[src/fcwa_pkg.sv]
// ----------------------------------------------------------------------------
// fcwa_pkg
// Shared constants for the four-channel window average block.
// ----------------------------------------------------------------------------
package fcwa_pkg;

	localparam int NUM_CH        = 4;
	localparam int SAMPLE_W      = 16;
	localparam int DATA_W        = NUM_CH * SAMPLE_W;
	localparam int WIN_W         = 5;
	localparam int CFG_IDX_W     = 3;
	localparam int DEFAULT_DEPTH = 16;

	localparam logic [WIN_W-1:0] WIN_RESET = 5'd8;

	// configuration register indexes
	localparam logic [CFG_IDX_W-1:0] REG_X_WINDOW  = 3'd0;
	localparam logic [CFG_IDX_W-1:0] REG_Y_WINDOW  = 3'd1;
	localparam logic [CFG_IDX_W-1:0] REG_VX_WINDOW = 3'd2;
	localparam logic [CFG_IDX_W-1:0] REG_VY_WINDOW = 3'd3;

endpackage

[src/fcwa_hist_mem.sv]
// ----------------------------------------------------------------------------
// fcwa_hist_mem
// Sample history store: one write port, one read port, registered read data.
// ----------------------------------------------------------------------------
module fcwa_hist_mem #(
	parameter int DEPTH = fcwa_pkg::DEFAULT_DEPTH
) (
	input  logic                             clk,
	input  logic                             wr_en,
	input  logic [$clog2(DEPTH)-1:0]         wr_addr,
	input  logic [fcwa_pkg::DATA_W-1:0]      wr_data,
	input  logic                             rd_en,
	input  logic [$clog2(DEPTH)-1:0]         rd_addr,
	output logic [fcwa_pkg::DATA_W-1:0]      rd_data
);

	logic [fcwa_pkg::DATA_W-1:0] mem [DEPTH];
	logic [fcwa_pkg::DATA_W-1:0] rd_data_q;

	always_ff @(posedge clk) begin
		if (wr_en) begin
			mem[wr_addr] <= wr_data;
		end
	end

	always_ff @(posedge clk) begin
		if (rd_en) begin
			rd_data_q <= mem[rd_addr];
		end
	end

	assign rd_data = rd_data_q;

endmodule

[src/fcwa_div.sv]
// ----------------------------------------------------------------------------
// fcwa_div
// Serial divider: signed sum by unsigned count, one quotient bit per cycle,
// truncated toward zero.
// ----------------------------------------------------------------------------
module fcwa_div #(
	parameter int SUM_W = 21,
	parameter int CNT_W = 5
) (
	input  logic                                clk,
	input  logic                                arst_n,
	input  logic                                start,
	input  logic [SUM_W-1:0]                    dividend,
	input  logic [CNT_W-1:0]                    divisor,
	output logic                                done,
	output logic [fcwa_pkg::SAMPLE_W-1:0]       quot
);

	localparam int STEP_W = $clog2(SUM_W + 1);

	logic              busy_q;
	logic              done_q;
	logic [STEP_W-1:0] step_q;
	logic [SUM_W-1:0]  quo_q;
	logic [CNT_W:0]    rem_q;
	logic [CNT_W-1:0]  den_q;
	logic              neg_q;

	logic [CNT_W:0]    shifted;
	logic              fits;
	logic [SUM_W-1:0]  q_full;

	assign shifted = {rem_q[CNT_W-1:0], quo_q[SUM_W-1]};
	assign fits    = (shifted >= {1'b0, den_q});

	always_ff @(posedge clk or negedge arst_n) begin
		if (!arst_n) begin
			busy_q <= 1'b0;
			done_q <= 1'b0;
			step_q <= '0;
		end else if (start) begin
			busy_q <= 1'b1;
			done_q <= 1'b0;
			step_q <= STEP_W'(SUM_W);
		end else if (busy_q) begin
			step_q <= step_q - 1'b1;
			if (step_q == STEP_W'(1)) begin
				busy_q <= 1'b0;
				done_q <= 1'b1;
			end
		end else begin
			done_q <= 1'b0;
		end
	end

	always_ff @(posedge clk) begin
		if (start) begin
			quo_q <= dividend[SUM_W-1] ? (~dividend + 1'b1) : dividend;
			rem_q <= '0;
			den_q <= divisor;
			neg_q <= dividend[SUM_W-1];
		end else if (busy_q) begin
			// shift in the next dividend bit, subtract where the divisor fits
			if (fits) begin
				rem_q <= shifted - {1'b0, den_q};
			end else begin
				rem_q <= shifted;
			end
			quo_q <= {quo_q[SUM_W-2:0], fits};
		end
	end

	assign q_full = neg_q ? (~quo_q + 1'b1) : quo_q;
	assign quot   = q_full[fcwa_pkg::SAMPLE_W-1:0];
	assign done   = done_q;

endmodule

[src/four_channel_window_average.sv]
// ----------------------------------------------------------------------------
// four_channel_window_average
// Moving average of x/y position and x/y velocity over per-channel windows.
// ----------------------------------------------------------------------------
// Flow: a request reads N history entries, where N is the largest clipped
//   window (history reads, one per cycle); the shared serial divider then
//   runs 4 times, on sums of width SUM_W (21 at depth 16).
// One request at a time: the next request is not taken before the result
//   sits in the output register, which waits while m_tready holds it back.
// Reset clears the fill count, write slot and sums, and sets each window to 8.
// ----------------------------------------------------------------------------
module four_channel_window_average #(
	parameter int HISTORY_DEPTH = fcwa_pkg::DEFAULT_DEPTH
) (
	input  logic                                clk,
	input  logic                                arst_n,
	input  logic                                s_tvalid,
	output logic                                s_tready,
	// x_position, y_position, x_velocity, y_velocity
	input  logic [fcwa_pkg::DATA_W-1:0]         s_tdata,
	// action
	input  logic                                s_tuser,
	output logic                                m_tvalid,
	input  logic                                m_tready,
	// smooth_x, smooth_y, smooth_vx, smooth_vy
	output logic [fcwa_pkg::DATA_W-1:0]         m_tdata,
	input  logic                                cfg_valid,
	output logic                                cfg_ready,
	input  logic [fcwa_pkg::CFG_IDX_W-1:0]      cfg_index,
	input  logic [fcwa_pkg::WIN_W-1:0]          cfg_data
);

	localparam int ADDR_W = $clog2(HISTORY_DEPTH);
	localparam int CNT_W  = $clog2(HISTORY_DEPTH + 1);
	localparam int SUM_W  = fcwa_pkg::SAMPLE_W + CNT_W;
	localparam int CMP_W  = (CNT_W > fcwa_pkg::WIN_W) ? CNT_W : fcwa_pkg::WIN_W;
	localparam int SW     = fcwa_pkg::SAMPLE_W;
	localparam int NCH    = fcwa_pkg::NUM_CH;

	localparam logic [ADDR_W-1:0] LAST_SLOT = ADDR_W'(HISTORY_DEPTH - 1);
	localparam logic [CNT_W-1:0]  FULL_CNT  = CNT_W'(HISTORY_DEPTH);

	localparam logic [2:0] ST_IDLE     = 3'd0;
	localparam logic [2:0] ST_SUM      = 3'd1;
	localparam logic [2:0] ST_DIV_GO   = 3'd2;
	localparam logic [2:0] ST_DIV_WAIT = 3'd3;
	localparam logic [2:0] ST_PUSH     = 3'd4;

	logic [2:0]                  state_q;
	logic [fcwa_pkg::WIN_W-1:0]  win_q [NCH];
	logic [CNT_W-1:0]            fill_q;
	logic [ADDR_W-1:0]           wr_slot_q;
	logic [ADDR_W-1:0]           rd_addr_q;
	logic [CNT_W-1:0]            rd_cnt_q;
	logic                        rd_vld_s1;
	logic [CNT_W-1:0]            rd_k_s1;
	logic [SUM_W-1:0]            acc_q [NCH];
	logic [SW-1:0]               res_q [NCH];
	logic [1:0]                  ch_q;
	logic                        m_tvalid_q;
	logic [fcwa_pkg::DATA_W-1:0] m_tdata_q;

	logic                        s_accept;
	logic [ADDR_W-1:0]           slot_now;
	logic [CNT_W-1:0]            fill_base;
	logic [CNT_W-1:0]            n_ch [NCH];
	logic [CNT_W-1:0]            max_n;
	logic                        rd_en;
	logic [fcwa_pkg::DATA_W-1:0] rd_data;
	logic                        div_start;
	logic                        div_done;
	logic [SW-1:0]               div_quot;
	logic                        push_ok;

	assign s_tready  = (state_q == ST_IDLE);
	assign s_accept  = s_tvalid & s_tready;
	assign cfg_ready = 1'b1;
	assign slot_now  = s_tuser ? '0 : wr_slot_q;
	assign fill_base = s_tuser ? '0 : fill_q;

	// per-channel count: window, at least one, no more than the items held
	always_comb begin
		logic [CMP_W-1:0] w_ext;
		logic [CMP_W-1:0] f_ext;
		for (int c = 0; c < NCH; c++) begin
			w_ext = CMP_W'(win_q[c]);
			f_ext = CMP_W'(fill_q);
			if (w_ext == '0) begin
				w_ext = CMP_W'(1);
			end
			n_ch[c] = (w_ext < f_ext) ? CNT_W'(w_ext) : CNT_W'(f_ext);
		end
	end

	always_comb begin
		max_n = n_ch[0];
		for (int c = 1; c < NCH; c++) begin
			if (n_ch[c] > max_n) begin
				max_n = n_ch[c];
			end
		end
	end

	assign rd_en     = (state_q == ST_SUM) && (rd_cnt_q < max_n);
	assign div_start = (state_q == ST_DIV_GO);
	assign push_ok   = !m_tvalid_q || m_tready;

	fcwa_hist_mem #(
		.DEPTH(HISTORY_DEPTH)
	) u_hist_mem (
		.clk     (clk),
		.wr_en   (s_accept),
		.wr_addr (slot_now),
		.wr_data (s_tdata),
		.rd_en   (rd_en),
		.rd_addr (rd_addr_q),
		.rd_data (rd_data)
	);

	fcwa_div #(
		.SUM_W(SUM_W),
		.CNT_W(CNT_W)
	) u_div (
		.clk      (clk),
		.arst_n   (arst_n),
		.start    (div_start),
		.dividend (acc_q[ch_q]),
		.divisor  (n_ch[ch_q]),
		.done     (div_done),
		.quot     (div_quot)
	);

	always_ff @(posedge clk or negedge arst_n) begin
		if (!arst_n) begin
			for (int c = 0; c < NCH; c++) begin
				win_q[c] <= fcwa_pkg::WIN_RESET;
			end
		end else if (cfg_valid && cfg_ready) begin
			case (cfg_index)
				fcwa_pkg::REG_X_WINDOW:  win_q[0] <= cfg_data;
				fcwa_pkg::REG_Y_WINDOW:  win_q[1] <= cfg_data;
				fcwa_pkg::REG_VX_WINDOW: win_q[2] <= cfg_data;
				fcwa_pkg::REG_VY_WINDOW: win_q[3] <= cfg_data;
				default: ;
			endcase
		end
	end

	always_ff @(posedge clk or negedge arst_n) begin
		if (!arst_n) begin
			state_q    <= ST_IDLE;
			fill_q     <= '0;
			wr_slot_q  <= '0;
			rd_addr_q  <= '0;
			rd_cnt_q   <= '0;
			rd_vld_s1  <= 1'b0;
			rd_k_s1    <= '0;
			ch_q       <= '0;
			m_tvalid_q <= 1'b0;
			for (int c = 0; c < NCH; c++) begin
				acc_q[c] <= '0;
			end
		end else begin
			rd_vld_s1 <= rd_en;
			rd_k_s1   <= rd_cnt_q;
			if (state_q == ST_PUSH && push_ok) begin
				m_tvalid_q <= 1'b1;
			end else if (m_tready) begin
				m_tvalid_q <= 1'b0;
			end
			case (state_q)
				ST_IDLE: begin
					if (s_accept) begin
						wr_slot_q <= (slot_now == LAST_SLOT) ? '0 : slot_now + 1'b1;
						fill_q    <= (fill_base == FULL_CNT) ? FULL_CNT : fill_base + 1'b1;
						rd_addr_q <= slot_now;
						rd_cnt_q  <= '0;
						for (int c = 0; c < NCH; c++) begin
							acc_q[c] <= '0;
						end
						state_q <= ST_SUM;
					end
				end
				ST_SUM: begin
					// walk back from the newest entry
					if (rd_en) begin
						rd_addr_q <= (rd_addr_q == '0) ? LAST_SLOT : rd_addr_q - 1'b1;
						rd_cnt_q  <= rd_cnt_q + 1'b1;
					end
					if (rd_vld_s1) begin
						for (int c = 0; c < NCH; c++) begin
							if (rd_k_s1 < n_ch[c]) begin
								acc_q[c] <= acc_q[c] + SUM_W'($signed(rd_data[c*SW +: SW]));
							end
						end
					end else if (!rd_en) begin
						ch_q    <= '0;
						state_q <= ST_DIV_GO;
					end
				end
				ST_DIV_GO: begin
					state_q <= ST_DIV_WAIT;
				end
				ST_DIV_WAIT: begin
					if (div_done) begin
						ch_q <= ch_q + 1'b1;
						state_q <= (ch_q == 2'(NCH - 1)) ? ST_PUSH : ST_DIV_GO;
					end
				end
				ST_PUSH: begin
					if (push_ok) begin
						state_q <= ST_IDLE;
					end
				end
				default: begin
					state_q <= ST_IDLE;
				end
			endcase
		end
	end

	always_ff @(posedge clk) begin
		if (state_q == ST_DIV_WAIT && div_done) begin
			res_q[ch_q] <= div_quot;
		end
		if (state_q == ST_PUSH && push_ok) begin
			m_tdata_q <= {res_q[3], res_q[2], res_q[1], res_q[0]};
		end
	end

	assign m_tvalid = m_tvalid_q;
	assign m_tdata  = m_tdata_q;

	a_fill_range: assert property (@(posedge clk) disable iff (!arst_n)
		fill_q <= FULL_CNT)
		else $error("fill count above history depth");

	a_fill_after_req: assert property (@(posedge clk) disable iff (!arst_n)
		s_accept |=> (fill_q != '0) && (state_q == ST_SUM))
		else $error("request did not start a summing pass");

	a_read_bound: assert property (@(posedge clk) disable iff (!arst_n)
		(state_q == ST_SUM) |-> (rd_cnt_q <= max_n) && (max_n != '0))
		else $error("history read count out of range");

	a_div_done_wait: assert property (@(posedge clk) disable iff (!arst_n)
		div_done |-> (state_q == ST_DIV_WAIT))
		else $error("divider finished outside its wait state");

	a_push_no_overwrite: assert property (@(posedge clk) disable iff (!arst_n)
		(m_tvalid_q && !m_tready) |=> m_tvalid_q && $stable(m_tdata_q))
		else $error("pending result overwritten");

endmodule
[config.mk]
export PLATFORM = sky130hd
export DESIGN_NAME = four_channel_window_average
export DESIGN_NICKNAME = d
export VERILOG_FILES = /design/src/fcwa_pkg.sv /design/src/fcwa_hist_mem.sv /design/src/fcwa_div.sv /design/src/four_channel_window_average.sv
export SDC_FILE = /design/constraint.sdc
export NUM_CORES = 2
export LEC_CHECK = 0
export BUFFER_PORTS_ARGS = -buffer_cell sky130_fd_sc_hd__buf_2
export CORE_MARGIN = 2
export CORE_UTILIZATION = 45
export DETAILED_ROUTE_END_ITERATION = 12
export GPL_TIMING_DRIVEN = 0
export PLACE_DENSITY = 0.72
export RECOVER_POWER = 50
export SETUP_SLACK_MARGIN = 0.2
export SYNTH_ARGS = -nofsm -noshare
export SYNTH_HDL_FRONTEND = slang
export SYNTH_SLANG_ARGS = --single-unit
[constraint.sdc]
create_clock -name clk -period 26.4 [get_ports clk]
set_input_delay 6.6 -clock clk [delete_from_list [all_inputs] [get_ports clk]]
set_output_delay 6.6 -clock clk [all_outputs]
set_load 0.02 [all_outputs]
==> impl_metrics.py <==
metrics = {
    "critical_path": {
        "cp_slowest_cell": "clkbuf_1",
        "path_cells": "clkbuf_1 -> clkbuf_1",
        "crit_buf_inv": 2,
        "crit_path_max_fanout": 87,
        "criticalPathCategory": "in2async",
        "rrSetupSlack_ns": 17.24,
        "cp-start-kind": "input pin",
        "reg2reg_depth": 36,
        "endpoint_kind": "async pin",
        "crit_path_max_incr_delay_ns": 3.41,
        "required_ns": 26.15,
        "crit_top_cell": "clkbuf_1",
        "r2r_end": "u_hist_mem.rd_data[31]$_DFFE_PP_",
        "worstPathArrival_ns": 12.48,
        "cp_top_family": "buffers and inverters",
        "r2r_start": "fill_q[2]$_DFFE_PN0P_",
    },
    "timing": {
        "hold_violations": 0,
        "skew_ns": 0.0535,
        "fin_tns_setup_ns": 0,
        "setup_slack_ns": 13.67,
        "rsz0062_at_grt": "no",
        "setup_viol": 0,
        "slew_violations": 144,
        "period_minus_slack_ns": 12.73,
        "relSlewSlack": -2.12,
        "period_share": 0.482,
        "worst_pin_slew_ns": 4.68,
        "clock.fmax_mhz": 78.6,
    },
    "outcome": {
        "violations": "max-capacitance violations, max-slew violations",
        "status": "finished, violations left",
    },
    "clock_tree": {
        "clkLatencyLatePin_ns": 0.79,
        "cts_hold_buf": 0,
        "clock_path_buffers": 3,
        "cts.sinks": 1389,
        "cts_resized": 0,
        "cts_buffers": 142,
        "clk_pin_slew_ns": 0.06,
        "post_cts_buffers": 0,
        "clockRootBuffer": "clkbuf_16",
        "cts_tree": "done",
        "ctsHtreeMaxLevel": 4,
    },
    "yosys": {
        "synth-seq-area-share": 0.704,
        "synth-seq-cells": 1389,
        "synth.distinct_cells": 76,
        "synthFlopType": "edfxtp_1",
        "async_flop_share": 0.102,
        "synth_area_per_cell_um2": 16.5,
        "synthCells": 3520,
        "syn_area_um2": 58200,
        "synth_enable_flop_cells": 1243,
        "synth_nets": 3752,
        "yosysWarnings": 0,
    },
    "placed_design": {
        "dp_slack_ns": 16.77,
        "dpl.hpwl_um": 95100,
        "io_buffers": 142,
        "gp_congestion": 0.845,
    },
    "min_path": {
        "min_to": "m_tdata[50]$_DFFE_PP_",
        "hp-start": "res_q[3][2]$_DFFE_PP_",
        "worstHoldPathType": "reg2reg",
        "worstHoldPathCells": 0,
    },
    "floorplanning": {
        "initial_utilization": 0.455,
        "fp.dieH_um": 363,
        "coreArea_um2": 128000,
        "row_count": 131,
        "fp.dieW_um": 363,
        "num_io_pins": 145,
        "die_area_um2": 132000,
    },
    "pwr": {
        "switchingPower_uw": 2540,
        "switching_share": 0.351,
        "power_frac_seq": 0.385,
        "power.density_nw_per_um2": 109,
        "ir_drop_mv": 0.102,
        "p_leak_uw": 0.0224,
        "power_uw": 7240,
        "p_int_uw": 4700,
        "pwr-share-clk": 0.273,
        "combPwrFrac": 0.342,
    },
    "finish": {
        "mostFrequentLayoutCell": "edfxtp_1",
        "multi_input_area_um2": 16400,
        "syn2layout_area_growth_pct": 14.5,
        "seqCellArea_um2": 41000,
        "fin_nets": 4087,
        "drive_above_1_share": 0.138,
        "fillCellCount": 10000,
        "final_cell_mix": "edfxtp_1, mux2i_1, clkbuf_1",
    },
    "global_route": {
        "grt_pass1_wl_um": 210000,
        "grt_start_max_net_pins": 88,
        "grt_overflow_total": 0,
        "grt_usage": 0.214,
        "antenna_found_initial": 19,
        "grt_pass1_vias": 33200,
    },
    "job": {
        "maxCapViolCount": 2,
    },
    "routing": {
        "via_count": 33500,
        "firstDrtPassIters": 5,
        "wire_per_inst_um": 25.2,
        "drt_iter0_drc": 3798,
        "vias_per_cell": 5.94,
        "ant_nets": 0,
        "routed_wirelength_um": 142000,
        "drc": 0,
    },
}
## Yosys cell counts, types with 5 or more instances
library cell	instances	share of area
a21o_1	50	0.0065
nor3_1	24	0.0021
and2_1	11	0.0012
a211o_1	5	0.00075
inv_1	73	0.0047
o21ai_0	220	0.019
a211oi_1	16	0.0021
nor2b_1	16	0.0017
clkbuf_1	127	0.0082
ha_1	149	0.032
xnor2_1	56	0.0084
a22oi_1	64	0.0083
a21oi_1	77	0.0066
and3_1	11	0.0012
mux2_2	29	0.0056
nor4_1	5	0.00054
nand4_1	11	0.0012
o22ai_1	5	0.00054
mux2i_1	271	0.047
nand2_1	122	0.0079
buf_1	33	0.0021
nor2_1	155	0.010
mux4_2	154	0.060
xor2_1	54	0.0081
or3_1	10	0.0011
a221oi_1	130	0.020
a2111oi_0	6	0.00090
o21bai_1	11	0.0014
o211ai_1	8	0.0010
nand3_1	110	0.0095
o21a_1	21	0.0027
or2_2	5	0.00054
dfxtp_1	5	0.0017
nand2b_1	13	0.0014
fa_1	5	0.0017
edfxtp_1	1243	0.64
o31ai_1	15	0.0019
dfrtp_1	137	0.059
## final cells by class
cell class / instances / share of cell area
inverters: 73 / 0.00411
repair buffers: 191 / 0.0248
plain buffers: 165 / 0.00943
flip-flops and latches: 1389 / 0.615
clock buffers: 170 / 0.0549
well taps: 1662 / 0.0312
diodes: 6 / 0.000225
clock inverters: 86 / 0.0142
multi-input cells: 1893 / 0.246
## worst max-delay path by stage
stage | end | start | slack, ns | cells past startpoint
2_1_floorplan | u_hist_mem.mem[11][0]$_DFFE_PP_ | s_tuser | 15.77 | 7
3_3_place_gp | u_hist_mem.mem[6][28]$_DFFE_PP_ | s_tvalid | 11.88 | 6
3_5_place_dp | u_hist_mem.mem[4][28]$_DFFE_PP_ | s_tvalid | 16.77 | 9
4_1_cts | rd_cnt_q[4]$_DFFE_PN0P_ | fill_q[2]$_DFFE_PN0P_ | 17.31 | 38
5_1_grt | acc_q[15]$_DFFE_PN0P_ | arst_n | 12.19 | 2
6_report | acc_q[15]$_DFFE_PN0P_ | arst_n | 13.67 | 2
## cells by family after synthesis
kind of cell    count (synthesis)  synth area share
compound gates                666            0.0769
xor+xnor                      110            0.0166
fa+ha+maj                     155            0.0340
buf+inv                       238            0.0156
flops                        1389             0.704
mux                           454             0.112
other cells                     1         0.0000645
simple gates                  507            0.0407
## power groups by stage
stage	Combinational, uW	Sequential (uW)	Clock, uW
6_report	2480	2790	1970
5_1_grt	2730	2800	2080
4_1_cts	2460	2790	2000
3_5_place_dp	2440	2830	0
3_3_place_gp	2380	2830	0
2_1_floorplan	1750	2760	0
## layer usage
layer | up-vias | wire, um | GRT usage
met1 | 16900 | 56000 | 0.280
li1 | 14700 | - | -
met4 | 18 | 4140 | 0.0727
met3 | 285 | 13200 | 0.0533
met2 | 1512 | 68600 | 0.351
met5 | - | 96 | 0
## sequential cells by signal (all words and copies together), names as in the netlist, 2 cells and up
signal and flops:
u_hist_mem.rd_data 64, u_div.rem_q 5, rd_cnt_q 5, acc_q 84, u_hist_mem.mem 1024, fill_q 5, rd_addr_q 4, rd_k_s1 5
win_q 20, u_div.den_q 5, ch_q 2, state_q 3, res_q 64, u_div.step_q 5, u_div.quo_q 21, wr_slot_q 4
m_tdata 64
## metrics by stage
stage | std cells | util | hold WS, ns | instance area (um^2)
2_1_floorplan | 3520 | - | 0.399 | 58200
3_3_place_gp | 5324 | 0.477 | 0.401 | 60900
3_5_place_dp | 5373 | 0.486 | 0.405 | 62100
4_1_cts | 5629 | 0.522 | 0.417 | 66700
5_1_grt | 5631 | 0.521 | 0.424 | 66600
6_report | 5635 | 0.521 | 0.415 | 66600
No activity file was read; power rests on OpenSTA's default activity.
